--- src/design/glcw_pkg.sv ---
// Shared types and constants for the grid line cell walk block.
// Used by the controller, the datapath, the top level and the checker.
package glcw_pkg;

    // Fixed width of one input coordinate (signed, fraction bits included)
    localparam int IN_BITS = 20;
    // Width of the crossing-distance accumulators
    localparam int ACC_BITS = 40;

    // Parameter defaults
    localparam int MAX_CELLS_DEF = 64;
    localparam int FRAC_BITS_DEF = 8;
    localparam int CELL_BITS_DEF = 12;

    // Packed input word width: four coordinates
    localparam int IN_DATA_W = ((4 * IN_BITS + 7) / 8) * 8;

    // Walk mode of the current segment
    typedef enum logic [1:0] {
        MODE_IDLE = 2'd0,
        MODE_X    = 2'd1,
        MODE_Y    = 2'd2,
        MODE_DDA  = 2'd3
    } walk_mode_t;

    // Controller to datapath commands
    typedef struct packed {
        logic capture;   // latch the input word
        logic setup;     // floors, deltas, mode, cell count
        logic mul_x;     // cross_x = dist_x * |dy|
        logic mul_y;     // cross_y = dist_y * |dx|
        logic step;      // emit one cell and advance
    } glcw_cmd_t;

    // Datapath to controller status
    typedef struct packed {
        logic out_free;  // output register can take a word this cycle
        logic last_cell; // the next emitted cell ends the run
    } glcw_status_t;

endpackage

--- src/design/grid_line_cell_walk_unit.sv ---
// After a segment is accepted, the sequencer runs setup, two passes through
// the shared multiplier and then the walk, one cell per cycle while the output
// is free; a run holds count = min(|dfloor x|+|dfloor y|+1, MAX_CELLS) cells.
// No new segment is taken until the last cell of the run has been stepped out.
// Reset (rst_n, async, active low) returns the sequencer to idle and
// clears the output valid; no item is held across reset.
module grid_line_cell_walk_unit
#(
    parameter int MAX_CELLS = glcw_pkg::MAX_CELLS_DEF,
    parameter int FRAC_BITS = glcw_pkg::FRAC_BITS_DEF,
    parameter int CELL_BITS = glcw_pkg::CELL_BITS_DEF
)
(
    input  logic                                    clk,
    input  logic                                    rst_n,
    input  logic                                    s_axis_tvalid,
    output logic                                    s_axis_tready,
    // tdata from bit 0 up: start_x, start_y, end_x, end_y
    input  logic [glcw_pkg::IN_DATA_W-1:0]          s_axis_tdata,
    output logic                                    m_axis_tvalid,
    input  logic                                    m_axis_tready,
    // tdata from bit 0 up: cell_x, cell_y, zero fill to whole bytes
    output logic [((2*CELL_BITS+7)/8)*8-1:0]        m_axis_tdata,
    output logic                                    m_axis_tlast,
    // tuser from bit 0 up: truncated
    output logic [0:0]                              m_axis_tuser
);

    localparam int OUT_DATA_W = ((2 * CELL_BITS + 7) / 8) * 8;

    glcw_pkg::glcw_cmd_t    cmd;
    glcw_pkg::glcw_status_t status;

    logic signed [CELL_BITS-1:0] cell_x, cell_y;
    logic                        truncated;

    glcw_ctrl u_ctrl
    (
        .clk      (clk),
        .rst_n    (rst_n),
        .in_valid (s_axis_tvalid),
        .in_ready (s_axis_tready),
        .status   (status),
        .cmd      (cmd)
    );

    glcw_datapath
    #(
        .MAX_CELLS (MAX_CELLS),
        .FRAC_BITS (FRAC_BITS),
        .CELL_BITS (CELL_BITS)
    )
    u_datapath
    (
        .clk           (clk),
        .rst_n         (rst_n),
        .in_data       (s_axis_tdata),
        .cmd           (cmd),
        .status        (status),
        .out_ready     (m_axis_tready),
        .out_valid     (m_axis_tvalid),
        .out_cell_x    (cell_x),
        .out_cell_y    (cell_y),
        .out_last      (m_axis_tlast),
        .out_truncated (truncated)
    );

    // Output word packing
    assign m_axis_tdata = OUT_DATA_W'({cell_y, cell_x});
    assign m_axis_tuser = truncated;

endmodule

--- src/design/glcw_ctrl.sv ---
// Sequencer for the grid line cell walk: setup, two multiply steps, walk.
// Depends on glcw_pkg for the command and status structs.
module glcw_ctrl
(
    input  logic                  clk,
    input  logic                  rst_n,
    input  logic                  in_valid,
    output logic                  in_ready,
    input  glcw_pkg::glcw_status_t status,
    output glcw_pkg::glcw_cmd_t    cmd
);

    typedef enum logic [2:0] {
        ST_IDLE,
        ST_SETUP,
        ST_MUL_X,
        ST_MUL_Y,
        ST_WALK
    } state_t;

    state_t state_reg;
    state_t state_next;

    // Next state
    always_comb
    begin
        state_next = state_reg;
        unique case (state_reg)
            ST_IDLE:
            begin
                if (in_valid)
                begin
                    state_next = ST_SETUP;
                end
            end
            ST_SETUP: state_next = ST_MUL_X;
            ST_MUL_X: state_next = ST_MUL_Y;
            ST_MUL_Y: state_next = ST_WALK;
            ST_WALK:
            begin
                if (status.out_free && status.last_cell)
                begin
                    state_next = ST_IDLE;
                end
            end
            default: state_next = ST_IDLE;
        endcase
    end

    always_ff @(posedge clk or negedge rst_n)
    begin
        if (!rst_n)
        begin
            state_reg <= ST_IDLE;
        end
        else
        begin
            state_reg <= state_next;
        end
    end

    // Commands decoded from state
    assign in_ready    = (state_reg == ST_IDLE);
    assign cmd.capture = (state_reg == ST_IDLE) && in_valid;
    assign cmd.setup   = (state_reg == ST_SETUP);
    assign cmd.mul_x   = (state_reg == ST_MUL_X);
    assign cmd.mul_y   = (state_reg == ST_MUL_Y);
    assign cmd.step    = (state_reg == ST_WALK) && status.out_free;

endmodule

--- src/design/glcw_datapath.sv ---
// Datapath of the grid line cell walk: input latch, setup arithmetic,
// shared multiplier, DDA step logic and output register. Uses glcw_pkg.
module glcw_datapath
#(
    parameter int MAX_CELLS = glcw_pkg::MAX_CELLS_DEF,
    parameter int FRAC_BITS = glcw_pkg::FRAC_BITS_DEF,
    parameter int CELL_BITS = glcw_pkg::CELL_BITS_DEF
)
(
    input  logic                                  clk,
    input  logic                                  rst_n,
    input  logic [glcw_pkg::IN_DATA_W-1:0]        in_data,
    input  glcw_pkg::glcw_cmd_t                   cmd,
    output glcw_pkg::glcw_status_t                status,
    input  logic                                  out_ready,
    output logic                                  out_valid,
    output logic signed [CELL_BITS-1:0]           out_cell_x,
    output logic signed [CELL_BITS-1:0]           out_cell_y,
    output logic                                  out_last,
    output logic                                  out_truncated
);

    localparam int IN_BITS  = glcw_pkg::IN_BITS;
    localparam int ACC_BITS = glcw_pkg::ACC_BITS;
    localparam int FLOOR_W  = IN_BITS - FRAC_BITS;
    localparam int TOT_W    = FLOOR_W + 3;
    localparam int CNT_W    = $clog2(MAX_CELLS + 1);
    localparam int PROD_W   = FRAC_BITS + 1 + IN_BITS + 1;
    localparam logic [FRAC_BITS:0] DIST_ONE = {1'b1, {FRAC_BITS{1'b0}}};

    // Latched segment
    logic signed [IN_BITS-1:0] sx_reg, sy_reg, ex_reg, ey_reg;

    // Walk state
    logic signed [CELL_BITS-1:0] cell_x_reg, cell_y_reg;
    logic                        neg_x_reg, neg_y_reg;
    glcw_pkg::walk_mode_t        mode_reg;
    logic [CNT_W-1:0]            left_reg;
    logic                        cut_reg;
    logic [IN_BITS:0]            adx_reg, ady_reg;
    logic [FRAC_BITS:0]          dist_x_reg, dist_y_reg;
    logic [ACC_BITS-1:0]         acc_x_reg, acc_y_reg;

    // Output register
    logic                        out_valid_reg;
    logic signed [CELL_BITS-1:0] out_x_reg, out_y_reg;
    logic                        out_last_reg, out_trunc_reg;

    // Setup arithmetic
    logic signed [FLOOR_W-1:0] fsx, fsy, fex, fey;
    logic signed [IN_BITS:0]   dx, dy;
    logic [IN_BITS:0]          adx, ady;
    logic signed [FLOOR_W:0]   fdx, fdy;
    logic [FLOOR_W:0]          afdx, afdy;
    logic [TOT_W-1:0]          total;
    logic                      cut;
    logic [CNT_W-1:0]          count;
    logic [FRAC_BITS-1:0]      fx, fy;
    logic                      neg_x, neg_y;
    glcw_pkg::walk_mode_t      mode;

    always_comb
    begin
        fsx   = sx_reg[IN_BITS-1:FRAC_BITS];
        fsy   = sy_reg[IN_BITS-1:FRAC_BITS];
        fex   = ex_reg[IN_BITS-1:FRAC_BITS];
        fey   = ey_reg[IN_BITS-1:FRAC_BITS];
        dx    = (IN_BITS+1)'(ex_reg) - (IN_BITS+1)'(sx_reg);
        dy    = (IN_BITS+1)'(ey_reg) - (IN_BITS+1)'(sy_reg);
        neg_x = dx[IN_BITS];
        neg_y = dy[IN_BITS];
        adx   = neg_x ? (~dx + 1'b1) : dx;
        ady   = neg_y ? (~dy + 1'b1) : dy;
        fdx   = (FLOOR_W+1)'(fex) - (FLOOR_W+1)'(fsx);
        fdy   = (FLOOR_W+1)'(fey) - (FLOOR_W+1)'(fsy);
        afdx  = fdx[FLOOR_W] ? (~fdx + 1'b1) : fdx;
        afdy  = fdy[FLOOR_W] ? (~fdy + 1'b1) : fdy;
        total = TOT_W'(afdx) + TOT_W'(afdy) + TOT_W'(1);
        cut   = 32'(total) > 32'(MAX_CELLS);
        count = cut ? CNT_W'(MAX_CELLS) : CNT_W'(total);
        fx    = sx_reg[FRAC_BITS-1:0];
        fy    = sy_reg[FRAC_BITS-1:0];
        // Horizontal segment walks along x, same column walks along y
        priority if (sy_reg == ey_reg)
        begin
            mode = glcw_pkg::MODE_X;
        end
        else if (fsx == fex)
        begin
            mode = glcw_pkg::MODE_Y;
        end
        else
        begin
            mode = glcw_pkg::MODE_DDA;
        end
    end

    // Shared multiplier for the two initial crossing distances
    logic [FRAC_BITS:0]  mul_a;
    logic [IN_BITS:0]    mul_b;
    logic [PROD_W-1:0]   product;

    assign mul_a   = cmd.mul_x ? dist_x_reg : dist_y_reg;
    assign mul_b   = cmd.mul_x ? ady_reg : adx_reg;
    assign product = PROD_W'(mul_a) * PROD_W'(mul_b);

    // Step decision and accumulator advance
    logic                 fin;
    logic                 go_x;
    logic [ACC_BITS-1:0]  stride_x, stride_y;

    assign fin      = (left_reg == CNT_W'(1));
    assign stride_x = ACC_BITS'(ady_reg) << FRAC_BITS;
    assign stride_y = ACC_BITS'(adx_reg) << FRAC_BITS;

    always_comb
    begin
        unique case (mode_reg)
            glcw_pkg::MODE_X:   go_x = 1'b1;
            glcw_pkg::MODE_Y:   go_x = 1'b0;
            glcw_pkg::MODE_DDA: go_x = acc_x_reg < acc_y_reg;  // tie steps y
            default:            go_x = 1'b0;
        endcase
    end

    // Payload registers
    always_ff @(posedge clk)
    begin
        if (cmd.capture)
        begin
            sx_reg <= in_data[IN_BITS-1:0];
            sy_reg <= in_data[2*IN_BITS-1:IN_BITS];
            ex_reg <= in_data[3*IN_BITS-1:2*IN_BITS];
            ey_reg <= in_data[4*IN_BITS-1:3*IN_BITS];
        end

        if (cmd.setup)
        begin
            cell_x_reg <= CELL_BITS'(fsx);
            cell_y_reg <= CELL_BITS'(fsy);
            neg_x_reg  <= neg_x;
            neg_y_reg  <= neg_y;
            cut_reg    <= cut;
            adx_reg    <= adx;
            ady_reg    <= ady;
            dist_x_reg <= neg_x ? (FRAC_BITS+1)'(fx) : DIST_ONE - (FRAC_BITS+1)'(fx);
            dist_y_reg <= neg_y ? (FRAC_BITS+1)'(fy) : DIST_ONE - (FRAC_BITS+1)'(fy);
        end

        if (cmd.mul_x)
        begin
            acc_x_reg <= ACC_BITS'(product);
        end
        if (cmd.mul_y)
        begin
            acc_y_reg <= ACC_BITS'(product);
        end

        if (cmd.step)
        begin
            out_x_reg     <= cell_x_reg;
            out_y_reg     <= cell_y_reg;
            out_last_reg  <= fin;
            out_trunc_reg <= fin && cut_reg;
            if (!fin)
            begin
                if (go_x)
                begin
                    cell_x_reg <= neg_x_reg ? cell_x_reg - CELL_BITS'(1)
                                            : cell_x_reg + CELL_BITS'(1);
                    if (mode_reg == glcw_pkg::MODE_DDA)
                    begin
                        acc_x_reg <= acc_x_reg + stride_x;
                    end
                end
                else
                begin
                    cell_y_reg <= neg_y_reg ? cell_y_reg - CELL_BITS'(1)
                                            : cell_y_reg + CELL_BITS'(1);
                    if (mode_reg == glcw_pkg::MODE_DDA)
                    begin
                        acc_y_reg <= acc_y_reg + stride_y;
                    end
                end
            end
        end
    end

    // Control registers: mode, cells left, output valid
    always_ff @(posedge clk or negedge rst_n)
    begin
        if (!rst_n)
        begin
            mode_reg      <= glcw_pkg::MODE_IDLE;
            left_reg      <= '0;
            out_valid_reg <= 1'b0;
        end
        else
        begin
            if (cmd.setup)
            begin
                mode_reg <= mode;
                left_reg <= count;
            end
            else if (cmd.step)
            begin
                left_reg <= left_reg - CNT_W'(1);
                if (fin)
                begin
                    mode_reg <= glcw_pkg::MODE_IDLE;
                end
            end

            if (cmd.step)
            begin
                out_valid_reg <= 1'b1;
            end
            else if (out_ready)
            begin
                out_valid_reg <= 1'b0;
            end
        end
    end

    assign status.out_free  = !out_valid_reg || out_ready;
    assign status.last_cell = fin;

    assign out_valid     = out_valid_reg;
    assign out_cell_x    = out_x_reg;
    assign out_cell_y    = out_y_reg;
    assign out_last      = out_last_reg;
    assign out_truncated = out_trunc_reg;

endmodule

--- config.mk ---
export PLATFORM = sky130hd
export DESIGN_NAME = grid_line_cell_walk_unit
export DESIGN_NICKNAME = d
export VERILOG_FILES = /design/src/design/glcw_pkg.sv /design/src/design/grid_line_cell_walk_unit.sv /design/src/design/glcw_ctrl.sv /design/src/design/glcw_datapath.sv
export SDC_FILE = /design/constraint.sdc
export NUM_CORES = 1
export LEC_CHECK = 0
export BUFFER_PORTS_ARGS = -buffer_cell sky130_fd_sc_hd__buf_2
export CORE_ASPECT_RATIO = 1.75
export CORE_MARGIN = 2
export CORE_UTILIZATION = 48
export DETAILED_ROUTE_END_ITERATION = 8
export PLACE_DENSITY_LB_ADDON = 0.25
export SETUP_SLACK_MARGIN = 0.05
export SLEW_MARGIN = 5
export SYNTH_ARGS = -nofsm -noshare
export SYNTH_HDL_FRONTEND = slang
export SYNTH_SLANG_ARGS = --single-unit
--- constraint.sdc ---
create_clock -name clk -period 7.8 [get_ports clk]
set_input_delay 0.39 -clock clk [delete_from_list [all_inputs] [get_ports clk]]
set_output_delay 0.39 -clock clk [all_outputs]
set_load 0.02 [all_outputs]
# Word level (Yosys, flattened, before mapping)
# Index checks and enable logic that the tools add are counted.
[totals]
input_bits = 84
reg_bits = 286
[classes]
reduce_logical = 12
n_addsub = 19
n_mul = 1
muxes = 42
magnitude_cmp = 2
bitwise_logic = 4
n_eq_ne = 11
[ops]
columns = ["operator", "count"]
rows = [
  ["$mux W40", 10],
  ["$mux W12", 10],
  ["$add A40 B29 Y40", 2],
  ["$add A21 B1 Y21 const B", 2],
  ["$not A21 Y21", 2],
  ["$sub A20 B20 Y21", 2],
  ["$lt A40 B40 Y1", 1],
  ["$mux W20", 2],
  ["$mul A9 B21 Y30", 1],
  ["$add A13 B1 Y13 const B", 2],
  ["$mux W13", 2],
  ["$not A13 Y13", 2],
  ["$sub A12 B12 Y13", 2],
  ["$add A12 B2 Y12 const B", 2],
  ["$sub A12 B2 Y12 const B", 2],
  ["$mux W21", 1],
  ["$mux W7", 3],
  ["$eq A20 B20 Y1", 1],
  ["$sub A9 B8 Y9 const A", 2],
  ["$mux W8", 2],
  ["$add A15 B1 Y15 const B", 1],
  ["$gt A15 B7 Y1 const B", 1],
  ["$pmux W3 S5", 1],
  ["$add A13 B13 Y14", 1],
  ["21 further kinds", 34],
]

# Logic depth before layout (Yosys ltp)
# Gate-level depths: netlist of the first run.
[depth]
word_depth = 9
depth_mapped = 26
mapped_depth_nobuf = 23

# By module
# From an unflattened synthesis of the first run, not the netlist that was laid out.
[hier_totals]
hier_cells = 2795
area_unflattened_um2 = 25680.9
[modules_own_cells]
columns = ["module", "seq_area_each_um2", "area_each_um2", "n_inst", "cells_per_inst"]
rows = [
  ["glcw_datapath", 7567.3, 25518.2, 1, 2778],
  ["glcw_ctrl", 75.1, 162.7, 1, 17],
]

# Worst setup path after synthesis of the first run
# OpenSTA, ideal clock, no wires.
[synth_timing]
path_kind = "register to register"
start = "reg u_ctrl.state_reg[0]"
end = "reg u_datapath.acc_x_reg[27]"
path_slack_ns = 1.645
arrival_time_ns = 6.035
stages_incl_launch_ff = 22
synth_period_minus_slack_ns = 6.155
setup_ns = 0.121
cell_sequence = "dfrtp_1 -> nor2_1 -> nand2_1 -> clkbuf_1 -> buf_1 -> buf_1 -> mux2i_1 -> nor2_1 -> fa_1 -> fa_1 -> fa_1 -> fa_1 -> ha_1 -> or2_2 -> and2_1 -> a211oi_1 -> a21oi_1 -> a31o_2 -> a21boi_0 -> xor2_1 -> o21ai_0 -> mux2_2"
[synth_between]
elab_chain_cells = 8
word_cells_on_any_way = 11
cone_classes = "mul (1); eq/ne (2); mux (7); reduce/logical (1)"
[synth_rtl]
columns = ["element", "line", "source"]
rows = [
  ["from (decl)", "glcw_ctrl.sv:21", "state_t state_reg;"],
  ["from (signal assigned)", "glcw_ctrl.sv:58", "state_reg <= state_next;"],
  ["$eq A3 B2 Y1", "glcw_ctrl.sv:66", "assign cmd.mul_x = (state_reg == ST_MUL_X);"],
  ["$mux W9 or $mux W21 (tied branches)", "glcw_datapath.sv:103, glcw_datapath.sv:104", ""],
  ["$mul A9 B21 Y30", "glcw_datapath.sv:105", "assign product = PROD_W'(mul_a) * PROD_W'(mul_b);"],
  ["$mux W40", "glcw_datapath.sv:150", "if (cmd.mul_x)"],
  ["$mux W40", "glcw_datapath.sv:171", "if (mode_reg == glcw_pkg::MODE_DDA)"],
  ["$mux W40", "glcw_datapath.sv:167", "if (go_x)"],
  ["$mux W40", "glcw_datapath.sv:165", "if (!fin)"],
  ["$mux W40 *", "glcw_datapath.sv:159", "if (cmd.step)"],
  ["to (signal assigned)", "glcw_datapath.sv:152", "acc_x_reg <= ACC_BITS'(product);"],
  ["to (signal assigned)", "glcw_datapath.sv:173", "acc_x_reg <= acc_x_reg + stride_x;"],
  ["to (decl)", "glcw_datapath.sv:42", "logic [ACC_BITS-1:0] acc_x_reg, acc_y_reg;"],
]
# Every way passes the cells marked *; elsewhere a longest branch is shown, timed or not.
# A chain may end at the register's enable or synchronous reset.

# Worst setup path after layout of the first run
[layout_timing]
start = "reg u_ctrl.state_reg[2]"
end = "reg u_datapath.acc_x_reg[27]"
# Same word-level chain as after synthesis.

==> reports/qor.yml, run 1 <==
syn_area_mm2: 0.02505
hpwlAfterDp_mm: 61.17
clock_skew_ns: 0.03358
place_inst: 3543
start_util_pct: 48.66
cts_root_buf: "clkbuf_16"
crit_fanout: 30
grt_first_pass_wirelength_mm: 120.4
vias: 21390
required_ns: 8.29
cts_buffers: 29
end_kind: "flop"
dp_slack_ns: 1.047
status: "complete, no violations"
async_flop_share_pct: 4.545
clkSlewWorstSetupHoldPaths_ns: 0.07
max_freq_mhz: 147.0
grt_max_degree: 65
synth.most_common_cell: "nand2_1"
area_delta_synth_final_pct: 12.21
nets: 3424
detail_route.wirelength_mm: 77.66
slew_headroom_pct: 35.77
final_max_slew_viol_count: 0
die-area_mm2: 0.05410
utilization_pct: 54.60
hold_viol_final: 0
synth_compound_gate_area_share_pct: 15.83
vias_per_cell: 5.818
cp-start-kind: "flop"
routabilityCongestion: 1.001
synth_top_family_by_area: "adder cells"
arrival_ns: 7.30
yosysSeqAreaShare_pct: 30.51
criticalPathCategory: "flop to flop"
netlist.area_leader.share_pct: 22.18
tightest_slew_ns: 0.9607
drt.antenna.violating_nets: 0
synth_fa_ha_area_share_pct: 22.17
drc: 0
synth_seq_cells: 286
syn_inst: 2825
port_buffers: 111
clockBufferDepth: 3
overflow: 0
antenna_cells: 0
die_width_um: 176.7
final_layout_size_suffix_gt1_share_pct: 7.388
synth.avg_cell_area_um2: 8.867
stdcell_count: 3677
finalSetupViolations: 0
core-area_mm2: 0.05147
yosysWarningCount: 0
synth_edf_count: 185
num_rows: 110
synthMuxAreaShare_pct: 2.103
fin_tns_setup_ns: 0
wl_per_cell_um: 21.12
grt_pass1_vias: 22420
synth_area_leaders: "edfxtp_1, fa_1, ha_1, dfxtp_1, nand2_1"
dr.pass1.iters: 6
hold_class: "primary input to flop"
fp.dieH_um: 306.2
cap_violations: 0
insertion_delay_ns: 0.61
drt_iter0_markers: 1226
boundaryPins: 112
nFillCells: 4816
ys_types: 86
cts_tree: "yes"
yosys.area.top_type: "edfxtp_1"
htree_levels: 1
yosys.area_share.simple_pct: 16.54
synth_flop_cell: "edfxtp_1"
numClockSinks: 286
synth_common_cells: "nand2_1, inv_1, ha_1, nor2_1, edfxtp_1"
synth_nets: 3267
min_period_ns: 6.801
grt_use_total_pct: 28.98
rsz0062_at_grt: "false"
fin_crit_sh_pct: 87.19
synth-xor-area-share_pct: 7.273
setup_ws_ns: 0.9992
antenna_found_initial: 0
[final timing paths]
kind / to / start / slack, ns / cells after the start
setup / recovery: u_datapath.acc_x_reg[27] / u_ctrl.state_reg[2] / 1.0 / 22
setup reg to reg: u_datapath.acc_x_reg[27] / u_ctrl.state_reg[2] / 1.0 / 22
max in group asynchronous: u_datapath.left_reg[1] / rst_n / 7.28 / 2
hold reg to reg: u_datapath.out_cell_x[11] / u_datapath.cell_x_reg[11] / 0.47 / 0
hold / removal: u_datapath.sy_reg[6] / s_axis_tdata[26] / 0.02 / 1
min in group asynchronous: u_datapath.out_valid / rst_n / 0.24 / 2
[area by class of cell]
class,instances,area [µm²],share of cell area [%]
Inverter,281,1056,3.757
Clock buffer,34,744.5,2.649
Multi-Input combinational cell,2169,16030,57.05
Sequential cell,286,7642,27.19
Clock inverter,20,252.7,0.8992
Tap cell,672,840.8,2.991
Timing Repair Buffer,215,1536,5.467
[per-layer routing]
metal | wire length (µm) | vias up | GRT usage, %
met5 | 0 | - | 0
met4 | 8048 | 0 | 24.77
met3 | 2468 | 300 | 2.604
met2 | 41520 | 637 | 54.85
met1 | 25620 | 10350 | 27.46
li1 | - | 10110 | -
[placed cells by master (no fill, tap or decap), types with 7 or more instances in the layout]
cell type,count
nand2b_1,20
xnor2_1,140
or3_1,15
o31ai_1,18
nor4_1,12
mux2i_1,47
a21o_1,56
fa_1,143
xor2_1,68
nand2_1,433
nor2b_1,20
a31oi_1,41
nand4_1,24
a21boi_0,9
a211o_1,8
o21ai_0,129
a21oi_1,184
dlygate4sd3_1,80
o211ai_1,18
nor2_1,206
o21bai_1,7
inv_1,276
o21ai_1,15
clkbuf_16,29
and2_1,22
dfxtp_1,88
buf_4,24
and3_1,27
nor3_1,45
a211oi_1,33
edfxtp_1,185
or2_2,9
o21a_1,29
ha_1,215
nand3_1,55
dfrtp_1,13
buf_2,111
clkinv_2,7
[timing repair]
action	in CTS	in global routing
hold buffers	80	0
endpoints found under the hold margin	92	0
resized for setup	0	0
buffers inserted	0	0
[kinds of logic after synthesis]
kind of cell / Yosys count
compound gates: 624
xor+xnor: 208
fa+ha+maj: 358
buf+inv: 370
flops: 286
mux: 52
simple gates: 927
[through the flow]
| step | hold slack [ns] | cell area [µm²] |
|---|---|---|
| 3_3_place_gp | 0.3158 | 26310 |
| 2_1_floorplan | 0.09441 | 25050 |
| 3_5_place_dp | 0.3222 | 26310 |
| 6_report | 0.02487 | 28110 |
| 4_1_cts | 0.001500 | 28110 |
| 5_1_grt | 0.01527 | 28110 |
[worst max-delay path, stage by stage (launching register included)]
cell and delay [ns]:
dfrtp_1 0.43, nor2_1 0.27, and2_2 0.35, buf_4 0.43, buf_4 0.44, nand2_1 0.10
nand2_1 0.26, nand2_1 0.14, fa_1 0.54, inv_1 0.05, fa_1 0.52, fa_1 0.44
fa_1 0.50, ha_1 0.36, o21a_1 0.22, o21ai_0 0.28, a32o_1 0.18, a21oi_1 0.07
a31o_2 0.29, a21boi_0 0.21, xor2_1 0.22, o21ai_0 0.10, mux2_2 0.28
Power of run 1 is left out: the tool's default activity adds up to more than one toggle a clock period on the data nets, which glitch-free logic cannot reach.
==> run 2, diff against run 1 <==
==> constraint.sdc (replaced) <==
create_clock -name clk -period 7.8 [get_ports clk]
set_input_delay 1.56 -clock clk [delete_from_list [all_inputs] [get_ports clk]]
set_output_delay 1.56 -clock clk [all_outputs]
set_load 0.02 [all_outputs]
==> reports/qor.yml, run 2 (synthesis results as in run 1) <==
grt_max_degree: 65  # unchanged
nets: 3343  # was 3424
drt.antenna.violating_nets: 0  # unchanged
htree_levels: 1  # unchanged
wl_per_cell_um: 21.14  # was 21.12 µm
fin_crit_sh_pct: 86.60  # was 87.19%
numClockSinks: 286  # unchanged
cap_violations: 0  # unchanged
end_kind: "flop"  # unchanged
tightest_slew_ns: 0.9830  # was 0.9607 ns
antenna_cells: 0  # unchanged
boundaryPins: 112  # unchanged
arrival_ns: 7.23  # was 7.30 ns
clkSlewWorstSetupHoldPaths_ns: 0.07  # about the same
clock_skew_ns: 0.01632  # was 0.03358 ns
grt_pass1_vias: 22030  # was 22.42k
cts_tree: "yes"  # unchanged
cp-start-kind: "flop"  # unchanged
dr.pass1.iters: 6  # unchanged
overflow: 0  # unchanged
drc: 0  # unchanged
vias: 20910  # was 21.39k
cts_root_buf: "clkbuf_16"  # unchanged
fp.dieH_um: 306.2  # unchanged
rsz0062_at_grt: "false"  # unchanged
status: "complete, no violations"  # unchanged
slew_headroom_pct: 34.28  # was 35.77%
crit_fanout: 30  # unchanged
final_max_slew_viol_count: 0  # unchanged
die-area_mm2: 0.05410  # unchanged
antenna_found_initial: 0  # unchanged
num_rows: 110  # unchanged
min_period_ns: 6.755  # was 6.801 ns
routabilityCongestion: 0.9961  # was 1.001
fin_tns_setup_ns: 0  # unchanged
insertion_delay_ns: 0.59  # was 0.61 ns
port_buffers: 111  # unchanged
cts_buffers: 29  # unchanged
vias_per_cell: 5.816  # was 5.818
drt_iter0_markers: 1168  # was 1226
final_cell_mix: "nand2_1, inv_1, ha_1"  # unchanged
ctsHoldBuffers: 0  # was 80
grt_first_pass_wirelength_mm: 119.3  # was 120.4 mm
detail_route.wirelength_mm: 76.00  # was 77.66 mm
start_util_pct: 48.66  # unchanged
final_layout_size_suffix_gt1_share_pct: 7.321  # was 7.388%
hold_class: "flop to flop"  # was primary input to flop
clockBufferDepth: 3  # unchanged
rrSetupSlack_ns: 1.05  # was 1.0 ns
post_cts_buffers: 0  # unchanged
required_ns: 8.27  # was 8.29 ns
post_cts_resized: 0  # unchanged
hold_viol_final: 0  # unchanged
die_width_um: 176.7  # unchanged
hpwlAfterDp_mm: 60.77  # was 61.17 mm
finalSetupViolations: 0  # unchanged
core-area_mm2: 0.05147  # unchanged
area_delta_synth_final_pct: 8.562  # was 12.21%
mostFrequentLayoutCell: "nand2_1"  # unchanged
criticalPathCategory: "flop to flop"  # unchanged
grt_use_total_pct: 28.66  # was 28.98%
max_freq_mhz: 148.0  # was 147.0 MHz
[run 2: cell count changes in the layout (fill, tap and decap cells not counted), moves of 2 or more]
cell,before,now
clkbuf_1,5,7
clkinv_2,7,5
clkbuf_8,0,2
bufinv_16,5,1
clkinv_1,4,8
clkinv_4,2,0
dlygate4sd3_1,80,0
[run 2: layer usage]
layer,vias up,track usage [%],wire (µm)
li1,9937,-,-
met1,10070,27.26,25010
met2,594,53.45,40030
met3,308,3.162,2768
met4,0,25.02,8180
met5,-,0,0
[run 2: critical path, stage by stage (launching register included)]
cell and delay [ns]:
dfrtp_1 0.43, nor2_1 0.27, and2_2 0.36, buf_4 0.42, buf_4 0.44, nand2_1 0.11, nand2_1 0.25, nand2_1 0.12
fa_1 0.53, inv_1 0.05, fa_1 0.51, fa_1 0.44, fa_1 0.49, ha_1 0.36, o21a_1 0.22, o21ai_0 0.29
a32o_1 0.18, a21oi_1 0.06, a31o_2 0.29, a21boi_0 0.21, xor2_1 0.22, o21ai_0 0.09, mux2_2 0.28
[run 2: final timing paths]
check,startpoint,endpoint,cells after the start
max,u_ctrl.state_reg[2],u_datapath.acc_x_reg[27],22
min,u_datapath.cell_x_reg[11],u_datapath.out_cell_x[11],0
max reg2reg,u_ctrl.state_reg[2],u_datapath.acc_x_reg[27],22
min reg2reg,u_datapath.cell_x_reg[11],u_datapath.out_cell_x[11],0
max in group asynchronous,rst_n,u_datapath.left_reg[6],1
min in group asynchronous,rst_n,u_datapath.out_valid,1
[run 2: layout make-up]
class,instances,area [µm²]
Clock buffer,38,779.5
Clock inverter,15,112.6
Fill cell,4838,24280
Inverter,281,1056
Multi-Input combinational cell,2169,16030
Sequential cell,286,7642
Tap cell,672,840.8
Timing Repair Buffer,134,728.2
[run 2: metrics by stage]
stage          utilization [%]  std cells  hold WS, ns  setup slack (ns)  cell area, µm²
2_1_floorplan                -       2825       0.4318             1.645           25050
3_3_place_gp             51.10       3542       0.4484             1.278           26300
3_5_place_dp             51.10       3542       0.4496             1.116           26300
4_1_cts                  52.83       3595       0.4677             1.080           27190
5_1_grt                  52.83       3595       0.4789            0.5822           27190
6_report                 52.83       3595       0.4660             1.045           27190
Power of run 2 is left out for the same reason.
